### src/hw/rtl/kcc_pkg.sv
`timescale 1ns / 1ps
// ----------------------------------------------------------------------------
// kcc_pkg
// Types and constants shared by the key click classifier modules.
// ----------------------------------------------------------------------------
package kcc_pkg;

    localparam int KEYS      = 2;
    localparam int TIME_BITS = 32;
    localparam int KEY_BITS  = (KEYS > 1) ? $clog2(KEYS) : 1;
    localparam int CFG_BITS  = 16;

    localparam logic [1:0] REG_CONFIRM = 2'd0;
    localparam logic [1:0] REG_WINDOW  = 2'd1;
    localparam logic [1:0] REG_LONG    = 2'd2;

    localparam logic [CFG_BITS-1:0] CONFIRM_RESET = 16'd10;
    localparam logic [CFG_BITS-1:0] WINDOW_RESET  = 16'd300;
    localparam logic [CFG_BITS-1:0] LONG_RESET    = 16'd1000;

    typedef enum logic [1:0] {
        EV_NONE   = 2'd0,
        EV_SINGLE = 2'd1,
        EV_DOUBLE = 2'd2,
        EV_LONG   = 2'd3
    } ev_kind_t;

    typedef enum logic [3:0] {
        PH_RELEASE = 4'b0001,
        PH_CONFIRM = 4'b0010,
        PH_SHORT   = 4'b0100,
        PH_LONG    = 4'b1000
    } phase_t;

    typedef struct packed {
        logic [CFG_BITS-1:0] debounce_time;
        logic [CFG_BITS-1:0] double_click_window;
        logic [CFG_BITS-1:0] long_press_time;
    } cfg_t;

    typedef struct packed {
        logic [KEYS-1:0]      key_levels;
        logic [TIME_BITS-1:0] now_ms;
    } scan_t;

    typedef struct packed {
        ev_kind_t             event_kind;
        logic [KEY_BITS-1:0]  event_key;
    } result_t;

endpackage

### src/hw/rtl/kcc_lane.sv
`timescale 1ns / 1ps
// ----------------------------------------------------------------------------
// kcc_lane
// Debounce and click state machine for one key; state updates on commit.
// ----------------------------------------------------------------------------
module kcc_lane
    import kcc_pkg::*;
(
    input  logic                 clk,
    input  logic                 rst_n,
    input  cfg_t                 cfg,
    input  logic                 pressed,
    input  logic [TIME_BITS-1:0] now_ms,
    input  logic                 commit,
    output ev_kind_t             ev_kind
);

    phase_t               phase_reg, phase_next;
    logic [1:0]           count_reg, count_next;
    logic [TIME_BITS-1:0] start_reg, start_next;
    logic [TIME_BITS-1:0] release_reg, release_next;
    logic [TIME_BITS-1:0] el_press;
    logic [TIME_BITS-1:0] el_release;
    logic [1:0]           count_inc;

    assign el_press   = now_ms - start_reg;
    assign el_release = now_ms - release_reg;
    assign count_inc  = (count_reg == 2'd3) ? count_reg : count_reg + 2'd1;

    always_comb
    begin
        phase_next   = phase_reg;
        count_next   = count_reg;
        start_next   = start_reg;
        release_next = release_reg;
        ev_kind      = EV_NONE;
        case (phase_reg)
            PH_RELEASE:
            begin
                if (pressed)
                begin
                    phase_next = PH_CONFIRM;
                    start_next = now_ms;
                end
                else if (count_reg != 2'd0 &&
                         el_release > TIME_BITS'(cfg.double_click_window))
                begin
                    count_next = 2'd0;
                    ev_kind    = EV_SINGLE;
                end
            end
            PH_CONFIRM:
            begin
                if (!pressed)
                    phase_next = PH_RELEASE;
                else if (el_press > TIME_BITS'(cfg.debounce_time))
                    phase_next = PH_SHORT;
            end
            PH_SHORT:
            begin
                if (!pressed)
                begin
                    phase_next = PH_RELEASE;
                    count_next = count_inc;
                    if (count_inc == 2'd1)
                        release_next = now_ms;
                    else if (el_release <= TIME_BITS'(cfg.double_click_window))
                    begin
                        count_next = 2'd0;
                        ev_kind    = EV_DOUBLE;
                    end
                end
                else if (el_press > TIME_BITS'(cfg.long_press_time))
                    phase_next = PH_LONG;
            end
            PH_LONG:
            begin
                if (!pressed)
                begin
                    phase_next = PH_RELEASE;
                    ev_kind    = EV_LONG;
                end
            end
            default:
            begin
                phase_next = PH_RELEASE;
            end
        endcase
    end

    always_ff @(posedge clk or negedge rst_n)
    begin
        if (!rst_n)
        begin
            phase_reg <= PH_RELEASE;
            count_reg <= 2'd0;
        end
        else if (commit)
        begin
            phase_reg <= phase_next;
            count_reg <= count_next;
        end
    end

    always_ff @(posedge clk)
    begin
        if (commit)
        begin
            start_reg   <= start_next;
            release_reg <= release_next;
        end
    end

endmodule

### src/hw/rtl/kcc_merge.sv
`timescale 1ns / 1ps
// ----------------------------------------------------------------------------
// kcc_merge
// Priority merge: lowest key with an event wins, later keys hold state.
// ----------------------------------------------------------------------------
module kcc_merge
    import kcc_pkg::*;
(
    input  ev_kind_t        ev_kind [KEYS],
    output logic [KEYS-1:0] commit_mask,
    output result_t         merged
);

    logic seen;

    always_comb
    begin
        seen              = 1'b0;
        merged.event_kind = EV_NONE;
        merged.event_key  = '0;
        for (int k = 0; k < KEYS; k++)
        begin
            commit_mask[k] = !seen;
            if (!seen && ev_kind[k] != EV_NONE)
            begin
                merged.event_kind = ev_kind[k];
                merged.event_key  = KEY_BITS'(k);
            end
            seen = seen || (ev_kind[k] != EV_NONE);
        end
    end

endmodule

### src/hw/rtl/key_click_classifier_core.sv
`timescale 1ns / 1ps
// ----------------------------------------------------------------------------
// key_click_classifier_core
// Per-key debounce and click classification with a priority merge.
//
//   channel  signals                          payload
//   scan     scan_valid / scan_stall / scan   key levels, time in ms
//   result   result_valid / result_stall      event kind, event key
//   config   wr_en / wr_index / wr_data       three 16-bit timing registers
//
// One scan per cycle while scan_stall is low; each scan gives one result in the cycle after its transfer.
// All key lanes evaluate in the same cycle, the merge picks the event of the lowest key.
// Reset puts every key in release with no pending click; no clearing pass.
// scan_stall is high only while a result is held under result_stall.
// ----------------------------------------------------------------------------
module key_click_classifier_core
    import kcc_pkg::*;
(
    input  logic                clk,
    input  logic                rst_n,
    input  logic                scan_valid,
    output logic                scan_stall,
    input  scan_t               scan,
    output logic                result_valid,
    input  logic                result_stall,
    output result_t             result,
    input  logic                wr_en,
    input  logic [1:0]          wr_index,
    input  logic [CFG_BITS-1:0] wr_data
);

    cfg_t            cfg_reg;
    logic            valid_reg, valid_next;
    result_t         result_reg;
    logic            scan_xfer;
    ev_kind_t        ev_kind [KEYS];
    logic [KEYS-1:0] commit_mask;
    result_t         merged;

    assign scan_stall = valid_reg && result_stall;
    assign scan_xfer  = scan_valid && !scan_stall;

    always_ff @(posedge clk or negedge rst_n)
    begin
        if (!rst_n)
        begin
            cfg_reg.debounce_time       <= CONFIRM_RESET;
            cfg_reg.double_click_window <= WINDOW_RESET;
            cfg_reg.long_press_time     <= LONG_RESET;
        end
        else if (wr_en)
        begin
            case (wr_index)
                REG_CONFIRM: cfg_reg.debounce_time       <= wr_data;
                REG_WINDOW:  cfg_reg.double_click_window <= wr_data;
                REG_LONG:    cfg_reg.long_press_time     <= wr_data;
                default:     cfg_reg <= cfg_reg;
            endcase
        end
    end

    for (genvar k = 0; k < KEYS; k++)
    begin : g_lane
        kcc_lane u_lane
        (
            .clk     (clk),
            .rst_n   (rst_n),
            .cfg     (cfg_reg),
            .pressed (!scan.key_levels[k]),
            .now_ms  (scan.now_ms),
            .commit  (scan_xfer && commit_mask[k]),
            .ev_kind (ev_kind[k])
        );
    end

    kcc_merge u_merge
    (
        .ev_kind     (ev_kind),
        .commit_mask (commit_mask),
        .merged      (merged)
    );

    always_comb
    begin
        if (scan_xfer)
            valid_next = 1'b1;
        else if (result_stall)
            valid_next = valid_reg;
        else
            valid_next = 1'b0;
    end

    always_ff @(posedge clk or negedge rst_n)
    begin
        if (!rst_n)
            valid_reg <= 1'b0;
        else
            valid_reg <= valid_next;
    end

    // hold the result while stalled
    always_ff @(posedge clk)
    begin
        if (scan_xfer)
            result_reg <= merged;
    end

    assign result_valid = valid_reg;
    assign result       = result_reg;

`ifndef SYNTHESIS
    a_result_follows: assert property (@(posedge clk) disable iff (!rst_n)
        scan_xfer |=> result_valid)
        else $error("scan transfer gave no result");

    a_none_key_zero: assert property (@(posedge clk) disable iff (!rst_n)
        (result_valid && result.event_kind == EV_NONE) |-> (result.event_key == '0))
        else $error("event key set without an event");

    a_stall_cause: assert property (@(posedge clk) disable iff (!rst_n)
        scan_stall |-> (result_valid && result_stall))
        else $error("scan stalled without a held result");
`endif

endmodule
### config.mk
export PLATFORM = sky130hd
export DESIGN_NAME = key_click_classifier_core
export DESIGN_NICKNAME = d
export VERILOG_FILES = /design/src/hw/rtl/kcc_pkg.sv /design/src/hw/rtl/kcc_lane.sv /design/src/hw/rtl/kcc_merge.sv /design/src/hw/rtl/key_click_classifier_core.sv
export SDC_FILE = /design/constraint.sdc
export NUM_CORES = 1
export LEC_CHECK = 0
export BUFFER_PORTS_ARGS = -buffer_cell sky130_fd_sc_hd__buf_2
export CAP_MARGIN = 10
export CORE_ASPECT_RATIO = 0.6
export CORE_MARGIN = 2
export CORE_UTILIZATION = 45
export DETAILED_ROUTE_END_ITERATION = 8
export PLACE_DENSITY = 0.6
export SLEW_MARGIN = 0
export SYNTH_ARGS = -nofsm -noshare
export SYNTH_HDL_FRONTEND = slang
export SYNTH_SLANG_ARGS = --single-unit
### constraint.sdc
create_clock -name clk -period 15.48 [get_ports clk]
set_clock_uncertainty 0.1 [all_clocks]
set_input_delay 1.548 -clock clk [delete_from_list [all_inputs] [get_ports clk]]
set_output_delay 1.548 -clock clk [all_outputs]
set_load 0.1 [all_outputs]
==> impl_metrics.tcl <==
set metrics [dict create \
    final_common_cell "ha_1" \
    track_usage 0.2564 \
    antenna_found_initial 1 \
    use_met3 0.05113 \
    busiest_layer "met1" \
    clk_latency_ns 0.46 \
    h-tree-depth 4 \
    grt_max_degree 62 \
    synth-compound-area-share 0.2233 \
    postSynthNetCount 2177 \
    timing.final.crit_period_ns 7.199 \
    outcome "finished clean" \
    synth_fa_ha_area_frac 0.1661 \
    cts_inserted_buffers 17 \
    final_util 0.4928 \
    power_density_mw_per_mm2 95.75 \
    grt_use_met2 0.3646 \
    postPlaceCellArea_mm2 0.01787 \
    drtPass1Iterations 8 \
    netlist_area_mm2 0.01706 \
    worstSetupPathType "input pin to flip-flop" \
    grt_pass1_vias 13640 \
    place.gp.congestion 0.9308 \
    synth_cells 1896 \
    synth_top_family_by_area "compound AO/OA/AOI/OAI gates" \
    start_util 0.4548 \
    cts_hold_buf 0 \
    overflow 0 \
    drive_gt1_frac 0.1004 \
    clk_path_buf_depth 2 \
    ys_ff_latch 192 \
    clk_pin_slew_ns 0.09 \
    finalInstanceArea_mm2 0.01848 \
    vias_per_cell 5.918 \
    postCtsSetupBuffers 0 \
    fin_nets 2221 \
    dieHeight_um 154.8 \
    reg2reg_depth 21 \
    post-dp-hpwl_mm 40.49 \
    report.final.slew_viol_count 0 \
    critPathLaunchType "input pin" \
    hp-start "cfg_reg[1]" \
    post_synth.cell_area_avg_um2 8.996 \
    arrival_ns 7.23 \
    worst_slack_ns 8.281 \
    cp.required_ns 15.51 \
    pre_cts_slack_ns 7.683 \
    synth.area.mux_share 0.02956 \
    synth_xor_area_frac 0.04005 \
    synth_edf_count 131 \
    cts_resized 0 \
    fin_setup_tns_ns 0 \
    ant_nets 0 \
    r2r-end "g_lane[1].u_lane.release_reg[28]" \
    finalWirelength_mm 50.78 \
    portBuffers 61 \
    ioPinCount 62 \
    synth_cell_types 111 \
    crit_path_end_kind "flip-flop" \
    final_cell_mix "ha_1 (220), inv_1 (210), a21oi_1 (161)" \
    fmax_mhz 138.9 \
    ir_drop_mv 0.08867 \
    wl_per_cell_um 20.56 \
    rsz0062_at_grt "false" \
    whs_path_depth 1 \
    vias 14620 \
    coreArea_mm2 0.03750 \
    drc 0 \
    cts_tree "yes" \
    die-area_mm2 0.03953 \
    syn_to_final_growth_pct 8.370 \
    dr.first_iter.drc_count 1233 \
    cts-root-buf "clkbuf_16" \
    synth-simple-area-share 0.1607 \
    ys.flop_type "edfxtp_1" \
    die_x_um 255.3 \
    reg2reg_from "g_lane[0].u_lane.release_reg[0]" \
    ys_seq_area_frac 0.3212 \
    min_period_over_period 0.4650 \
    setup_viol 0 \
    leakagePower_nw 7.979 \
    grt_pass1_wl_mm 78.30 \
    hold_viol_final 0 \
    r2r_setup_slack_ns 9.24 \
    tightest_slew_ns 1.033 \
    cap_violations 0 \
    synthArstFlopShare 0.3177 \
    num_rows 55 \
    yosys_warnings 0 \
    cp_max_fo 26 \
    gr-usage-met1 0.3963 \
    cts.sink_count 192 \
    hold_ws_ns 0.4137 \
    hp-class "flip-flop to flip-flop" \
    relSlewSlack 0.3090 \
    min_to "cfg_reg[1]" \
]
[area by class of cell]
cell class,instances,area (um^2)
Antenna cell,4,10.01
Timing Repair Buffer,69,362.8
Clock buffer,21,493.0
Sequential cell,192,5478
Inverter,210,788.3
Clock inverter,11,105.1
Tap cell,513,641.9
Multi-Input combinational cell,1450,10610
Fill cell,3559,19020
[logic make-up after synthesis]
group / Yosys count
mux: 46
flops: 192
xor+xnor: 78
compound gates: 569
fa+ha+maj: 224
buf+inv: 254
simple gates: 533
[metal layers]
metal,routed length (um),part of all wire,up-vias
li1,-,-,7103
met1,26140,0.51,6980
met2,20180,0.40,498
met3,3874,0.076,37
met4,587,0.012,0
met5,0,0,-
[worst max-delay path by stage]
stage,cells after the start,start,slack [ns],end
floorplan,21,scan[0],7.54,g_lane[1].u_lane.release_reg[0]
global placement,20,scan[0],7.76,g_lane[0].u_lane.phase_reg[3]
detailed placement,20,scan[0],7.68,g_lane[0].u_lane.phase_reg[3]
CTS,20,scan[0],8.09,g_lane[0].u_lane.phase_reg[3]
global route,23,scan[0],7.74,g_lane[1].u_lane.release_reg[21]
finish,23,scan[0],8.28,g_lane[1].u_lane.release_reg[28]
[metrics by stage]
| stage | power (W) | instances |
|---|---|---|
| 6_report | 0.001770 | 2470 |
| 5_1_grt | 0.001871 | 2466 |
| 4_1_cts | 0.001767 | 2465 |
| 3_5_place_dp | 0.001292 | 2433 |
| 3_3_place_gp | 0.001277 | 2433 |
| 2_1_floorplan | 0.001102 | 1896 |
[worst max-delay path: stages]
cell,delay [ns]
buf_2,0.13
inv_1,0.11
ha_1,0.24
fa_1,0.40
nand2b_1,0.19
a21oi_1,0.29
o21ai_1,0.24
o21bai_1,0.18
a21oi_1,0.10
xnor2_1,0.14
ha_1,0.28
nand2_1,0.08
nor2_1,0.05
a211oi_1,0.21
nor2_1,0.07
o41ai_1,0.45
o2111ai_1,0.25
nor4_4,0.34
nand3_2,0.26
a211oi_4,0.47
nand2_2,0.13
nor3_2,0.60
buf_4,0.48
[report_power, final]
group	switching [W]	leakage [nW]	internal [W]	total, W
Sequential	0.0000301	1.91	0.000607	0.000637
Clock	0.000235	0.298	0.000237	0.000472
Combinational	0.000409	5.77	0.000251	0.000661
Total	0.000675	7.98	0.00109	0.00177
[Yosys cell counts (7+ instances only)]
master    number  share of area
o21ai_1        9         0.0026
nor3b_1        7         0.0031
nand2_1      137          0.030
nor2b_1       23         0.0084
a21boi_0      16         0.0070
and3_1        21         0.0077
o21a_1        27          0.012
nor3_1        37          0.011
or3_1         10         0.0037
and2_1        14         0.0051
nor2_1       122          0.027
a21o_1        50          0.022
o211ai_1      16         0.0070
clkbuf_1      34         0.0075
dfstp_2       14          0.022
edfxtp_1     131           0.23
nand2b_1      15         0.0055
o31ai_1       11         0.0048
o21bai_1      12         0.0053
xor2_1        28          0.014
ha_1         220           0.16
nand3_1       44          0.013
nand3b_1       7         0.0031
nand4_1       40          0.015
mux2_2        35          0.023
o21ai_0      107          0.031
a211o_1       12         0.0062
dfrtp_1       47          0.069
o31a_1        11         0.0056
inv_1        210          0.046
nor4_1        15         0.0055
mux2i_1       11         0.0065
a211oi_1      30          0.013
a21oi_1      161          0.047
xnor2_1       50          0.026
a31oi_1       15         0.0055
Power figures use the tool's default switching activity.
